## config.mk

```make
export PLATFORM = sky130hd
export DESIGN_NAME = mrpt_front
export DESIGN_NICKNAME = d
export VERILOG_FILES = /design/src/mrpt_pkg.sv /design/src/mrpt_front.sv
export SDC_FILE = /design/constraint.sdc
export NUM_CORES = 1
export LEC_CHECK = 0
export ABC_AREA = 1
export BUFFER_PORTS_ARGS = -buffer_cell sky130_fd_sc_hd__buf_2
export CORE_UTILIZATION = 45
export CTS_BUF_LIST = sky130_fd_sc_hd__clkbuf_4 sky130_fd_sc_hd__clkbuf_8
export DETAILED_ROUTE_END_ITERATION = 6
export MAX_ROUTING_LAYER = met4
export PLACE_DENSITY = 0.68
export SYNTH_ARGS = -nofsm -noshare
export SYNTH_HDL_FRONTEND = slang
export SYNTH_SLANG_ARGS = --single-unit
```

## constraint.sdc

```tcl
create_clock -name clk -period 9.2 [get_ports clk]
set_input_delay 0.92 -clock clk [delete_from_list [all_inputs] [get_ports clk]]
set_output_delay 0.92 -clock clk [all_outputs]
set_load 0.005 [all_outputs]
```

## src/mrpt_pkg.sv

```systemverilog
// types, codes and helpers shared by the multicast route prefix table
// no dependencies
`timescale 1ns / 1ps

package mrpt_pkg;

    localparam int KEY_W = 64;
    localparam int GRP_W = 32;
    localparam logic [6:0] SG_LEN = 7'd64;
    localparam logic [5:0] GRP_BITS = 6'd32;
    localparam logic [31:0] NO_MATCH = 32'hFFFF_FFFF;

    localparam logic [2:0] FN_INSERT = 3'd0;
    localparam logic [2:0] FN_REMOVE = 3'd1;
    localparam logic [2:0] FN_EXACT = 3'd2;
    localparam logic [2:0] FN_LONGEST = 3'd3;
    localparam logic [2:0] FN_LESS = 3'd4;

    localparam logic [1:0] ST_OK = 2'd0;
    localparam logic [1:0] ST_NOT_FOUND = 2'd1;
    localparam logic [1:0] ST_DUP = 2'd2;
    localparam logic [1:0] ST_FULL = 2'd3;

    typedef enum logic [1:0] {
        BK_IDLE,
        BK_SCAN,
        BK_DONE
    } bk_state_t;

    // one classified word waiting for the back end
    typedef struct packed {
        logic [2:0] func;
        logic [6:0] len;
        logic [KEY_W-1:0] key;
        logic [GRP_W-1:0] grp;
        logic [31:0] val;
        logic sg_try;
        logic [5:0] start;
    } cmd_t;

    typedef struct packed {
        logic [6:0] len;
        logic [KEY_W-1:0] key;
        logic [31:0] val;
    } slot_t;

    function automatic logic [31:0] grp_mask(input logic [6:0] len);
        logic [5:0] n;
        n = (len > 7'd32) ? GRP_BITS : len[5:0];
        if (n == 6'd0)
            return 32'd0;
        return 32'hFFFF_FFFF << (6'd32 - n);
    endfunction

endpackage

```

## src/mrpt_front.sv

```systemverilog
// front end: accepts request words, builds keys and search bounds, queues them
// depends on mrpt_pkg
`timescale 1ns / 1ps

module mrpt_front
    import mrpt_pkg::*;
(
    input  logic        clk,
    input  logic        rst_n,
    input  logic        req_valid,
    output logic        req_stall,
    input  logic [2:0]  func,
    input  logic [31:0] group_addr,
    input  logic [31:0] source_addr,
    input  logic [6:0]  prefix_len,
    input  logic [31:0] entry_value,
    input  logic        pop,
    output logic        cmd_avail,
    output cmd_t        cmd
);

    cmd_t q_reg [2];
    logic wr_ptr_reg, wr_ptr_next;
    logic rd_ptr_reg, rd_ptr_next;
    logic [1:0] cnt_reg, cnt_next;
    logic [6:0] adj;
    logic push;
    cmd_t c;

    always_comb
    begin
        // length that the longest-match search runs with
        if (func == FN_LESS)
            adj = (prefix_len == SG_LEN) ? 7'd32 :
                  (prefix_len != 7'd0) ? prefix_len - 7'd1 : 7'd0;
        else
            adj = prefix_len;
        c.func = func;
        c.len = prefix_len;
        c.grp = group_addr;
        c.val = entry_value;
        c.key = {group_addr & grp_mask(prefix_len), source_addr};
        c.sg_try = (adj == SG_LEN);
        c.start = (adj > 7'd32) ? GRP_BITS : adj[5:0];
    end

    assign req_stall = (cnt_reg == 2'd2);
    assign push = req_valid && !req_stall;
    assign cmd_avail = (cnt_reg != 2'd0);
    assign cmd = q_reg[rd_ptr_reg];

    always_comb
    begin
        wr_ptr_next = push ? ~wr_ptr_reg : wr_ptr_reg;
        rd_ptr_next = pop ? ~rd_ptr_reg : rd_ptr_reg;
        cnt_next = cnt_reg + {1'b0, push} - {1'b0, pop};
    end

    always_ff @(posedge clk or negedge rst_n)
    begin
        if (!rst_n)
        begin
            wr_ptr_reg <= 1'b0;
            rd_ptr_reg <= 1'b0;
            cnt_reg <= 2'd0;
        end
        else
        begin
            wr_ptr_reg <= wr_ptr_next;
            rd_ptr_reg <= rd_ptr_next;
            cnt_reg <= cnt_next;
        end
    end

    always_ff @(posedge clk)
    begin
        if (push)
            q_reg[wr_ptr_reg] <= c;
    end

endmodule

```

Word level (Yosys, flattened, before mapping)
Memory sizes are Yosys's and may differ from the RTL's.
Cells that the tools add are included.
{"block": "totals", "regBits": 4, "ram_bits": 290, "in_bits": 110, "wordCells": 33, "mem_count": 1}
{"block": "classes", "n_addsub": 4, "order_cmp": 2, "n_eq_ne": 4, "n_shift": 1, "muxes": 10, "bitwise": 3, "n_reduce_logical": 5}
{"name": "q_reg", "words": 2, "word_bits": 145, "rd": 1, "rd_ports_with_merged_regs": 0, "write_ports": 1, "line_no": "mrpt_front.sv:22", "source": "cmd_t q_reg [2];"}
{"op": "$mux 32", "count": 2}
{"op": "$and 32x32->32", "count": 1}
{"op": "$shl 32x6->32 const A", "count": 1}
{"op": "$mux 7", "count": 3}
{"op": "$eq 7x7->1 const B", "count": 2}
{"op": "$gt 7x6->1 const B", "count": 2}
{"op": "$mux 6", "count": 2}
{"op": "$reduce_bool 7->1", "count": 1}
{"op": "$sub 7x1->7 const B", "count": 1}
{"op": "$logic_not 6->1", "count": 1}
{"op": "$sub 6x6->6 const A", "count": 1}
{"op": "$eq 3x3->1 const B", "count": 1}
{"op": "$mux 1", "count": 3}
{"op": "$add 2x1->2", "count": 1}
{"op": "$eq 2x2->1 const B", "count": 1}
{"op": "$not 1->1", "count": 2}
{"op": "$reduce_bool 2->1", "count": 1}
{"op": "$sub 2x1->2", "count": 1}
{"op": "$logic_and 1x1->1", "count": 1}
{"op": "$logic_not 1->1", "count": 1}

Longest topological paths before layout
{"block": "depth", "ltp_word": 6, "mapped_depth": 18}

Worst setup path before layout
Ideal clock, no wire load.
{"block": "synth_path", "path_kind": "input to register", "from": "input req_valid", "to": "memory q_reg[0][0] (netlist name) (enable)", "setup_ps": 652, "arrival_ps": 7147, "required_time_ps": 8548, "slack_ps": 1401, "stages": 2, "path_cell_list": "o21ai_0 nor2_1"}
{"block": "synth_between", "elab_chain_cells": 3}
{"element": "from (decl)", "line_no": "mrpt_front.sv:10", "source": "input logic req_valid,"}
{"element": "$logic_and 1x1->1", "line_no": "mrpt_front.sv:48", "source": "assign push = req_valid && !req_stall;"}
{"element": "$mux 1", "line_no": "mrpt_front.sv:77", "source": "if (push)"}
{"element": "$mux 1 (not written as such)", "line_no": "mrpt_front.sv:78", "source": "q_reg[wr_ptr_reg] <= c;"}
{"element": "to (decl)", "line_no": "mrpt_front.sv:22"}
No other way between the ends.

==> results.json <==
{
  "io_buffers": 256,
  "finalSetupViolCount": 0,
  "grt_pass1_vias": 6611,
  "dp_hpwl_mm": 15.4,
  "cts_resized": 0,
  "postCtsHoldBufs": 0,
  "dp_cells": 1242,
  "grt_usage_pct": 18.0,
  "power.density_nw_per_um2": 292,
  "p_leak_nw": 5.45,
  "rsz0062_at_grt": "no",
  "cts_root_buffer": "clkbuf_8",
  "critPathLaunchType": "register",
  "finalMaxSlewViolations": 0,
  "syn_to_final_growth_pct": 21.9,
  "chipHeight_um": 163,
  "antenna_found_initial": 1,
  "status": "finished, final reports clean",
  "maxSlewHeadroom_pct": 30.0,
  "gp_congestion": 0.839,
  "clock_skew_ns": 0.0171,
  "finalWirelength_mm": 23.5,
  "drive_above_1_share_pct": 50.9,
  "final_cell_mix": "edfxtp_1, buf_2, mux2_2",
  "design_area_sq_um": 14200,
  "path_max_fanout": 60,
  "min_period_over_period_pct": 46.0,
  "avgSynthCellArea_sq_um": 17.4,
  "final_common_cell": "edfxtp_1",
  "worst_pin_slew_ns": 1.05,
  "drc": 0,
  "cap_violations": 0,
  "fin_crit_ns": 4.23,
  "synth_area_leaders": "edfxtp_1, mux2_2, nor2_1",
  "ys_seq_area_share_pct": 75.6,
  "syn_inst": 670,
  "placed_cell_area_sq_um": 13300,
  "crit_start": "rd_ptr_reg",
  "path_class": "register to output port",
  "cts_setup_buffers": 0,
  "grt_busiest_layer": "met2",
  "layout.nets": 1081,
  "largest_reg_flops": 290,
  "muxShareOfSynthArea_pct": 14.0,
  "rrSetupSlack_ns": 5.74,
  "synthSimpleGateAreaFrac_pct": 6.28,
  "met1_usage_pct": 22.1,
  "cp.arrival_ns": 3.31,
  "peakVddDrop_v": 0.000135,
  "end_kind": "output port",
  "hold_viol": 0,
  "viasPerCell": 4.89,
  "synth_top_family_by_area": "multiplexers",
  "whs_ns": 0.172,
  "cts_tree": "built",
  "clock-sinks": 294,
  "die_w_um": 163,
  "core-area_sq_um": 25300,
  "synthAdderAreaFrac_pct": 0.859,
  "synth_compound_area_share_pct": 0.827,
  "drt_first_iter_violations": 420,
  "num_io_pins": 257,
  "ys_types": 32,
  "design.die.area_sq_um": 26500,
  "grt_overflow": 0,
  "r2r-start": "cnt_reg[1]",
  "cts.clk_slew.worst_paths_ns": 0.06,
  "cts_buffer_depth": 3,
  "global_route.usage.met2_pct": 28.7,
  "max_freq_mhz": 236,
  "cpPeakStageDelay_ns": 0.78,
  "htree_num_levels": 2,
  "hold_path_class": "input pin to async pin",
  "yosys.area.top_type": "edfxtp_1",
  "drtPass1Iterations": 4,
  "routedWlPerCell_um": 17.6,
  "grt_max_degree": 76,
  "grt_pass1_wl_mm": 35.1,
  "cp.required_ns": 8.28,
  "worstPathCellList": "buf_4 > buf_4 > mux2_2 > buf_2",
  "stdcell_count": 1330,
  "syn-num-nets": 788,
  "grtUsageMet3_pct": 5.45,
  "ys.warnings.count": 0,
  "cts_inserted_buffers": 49,
  "power_mw": 4.15,
  "vias": 6498,
  "synth_seq_cells": 294,
  "num_rows": 58,
  "ant_nets": 0,
  "synth_top_area_share_pct": 74.7,
  "start_util_pct": 46.0,
  "tns_ns": 0,
  "cp_common_cell": "buf_4",
  "syn_area_sq_um": 11700,
  "worstSkewPairLatency_ns": 0.55,
  "synth_xor_area_share_pct": 0.301,
  "crit_slowest_cell": "dfrtp_4"
}
==> worst paths after layout <==
check	end	depth (start not counted)
worst max-delay path	cmd[84]	4
worst min-delay path	wr_ptr_reg	1
worst max register to register	q_reg[0][5]	5
worst min register to register	cnt_reg[0]	1
max in group asynchronous	rd_ptr_reg	1
min in group clk	cnt_reg[0]	1
==> metrics by stage <==
stage	util (%)	setup WS, ns
after CTS	56.1	4.82
final	56.1	4.97
after global placement	52.5	5.15
after floorplan	-	1.40
after global routing	56.1	4.70
after detailed placement	52.5	5.12
==> cells in the mapped netlist <==
cell	instances
edfxtp_1	290
nand3b_1	2
nand3_1	26
ha_1	8
nand2_1	46
clkinv_2	1
xnor2_1	1
clkinv_1	1
buf_12	1
xor2_1	3
inv_1	27
nand3_2	3
clkbuf_1	2
buf_4	2
nor2_1	53
nor2_2	11
o2111ai_4	1
nand4_1	1
buf_2	14
or2_2	1
dfrtp_1	4
nand2_4	2
a21oi_1	5
o21ai_1	6
nor2_4	2
inv_2	1
buf_6	2
o21ai_0	3
nand2_2	3
nand3_4	2
nor3_1	1
mux2_2	145
==> kinds of logic (layout without fill, tap and decap cells) <==
logic type,after synthesis,in the layout
AOI/OAI and AO/OA,15,15
xor gates and xnor gates,4,4
adders and majority gates,8,8
buffers and inverters,51,379
DFF,294,294
muxes,145,145
other,0,2
and+or+nand+nor,153,153
==> worst max-delay path: cells and delay by family, from the launching register on <==
kind                   cells  cell delay [ns]
multiplexers               1             0.41
buffers and inverters      3             1.52
flip-flops                 1             0.78
==> power by group <==
group	internal (mW)	total (mW)	switching (mW)
Combinational	0.544	1.14	0.593
Sequential	1.84	1.94	0.0941
Clock	0.591	1.08	0.486
Total	2.98	4.15	1.17
==> routing by layer <==
layer | part of all wire, % | vias to the layer above
li1 | - | 3093
met1 | 41 | 3123
met2 | 48 | 245
met3 | 8.7 | 37
met4 | 1.7 | 0
met5 | 0 | -
==> layout make-up <==
type	count	area, sq um
antenna	2	5.00
clock buffer	65	801
clock inverter	21	114
fill	2093	11100
inverter	30	114
multi-input combinational	325	2610
sequential	294	8810
tap	330	413
timing repair buffer	263	1330
(Power assumes the default switching activity.)
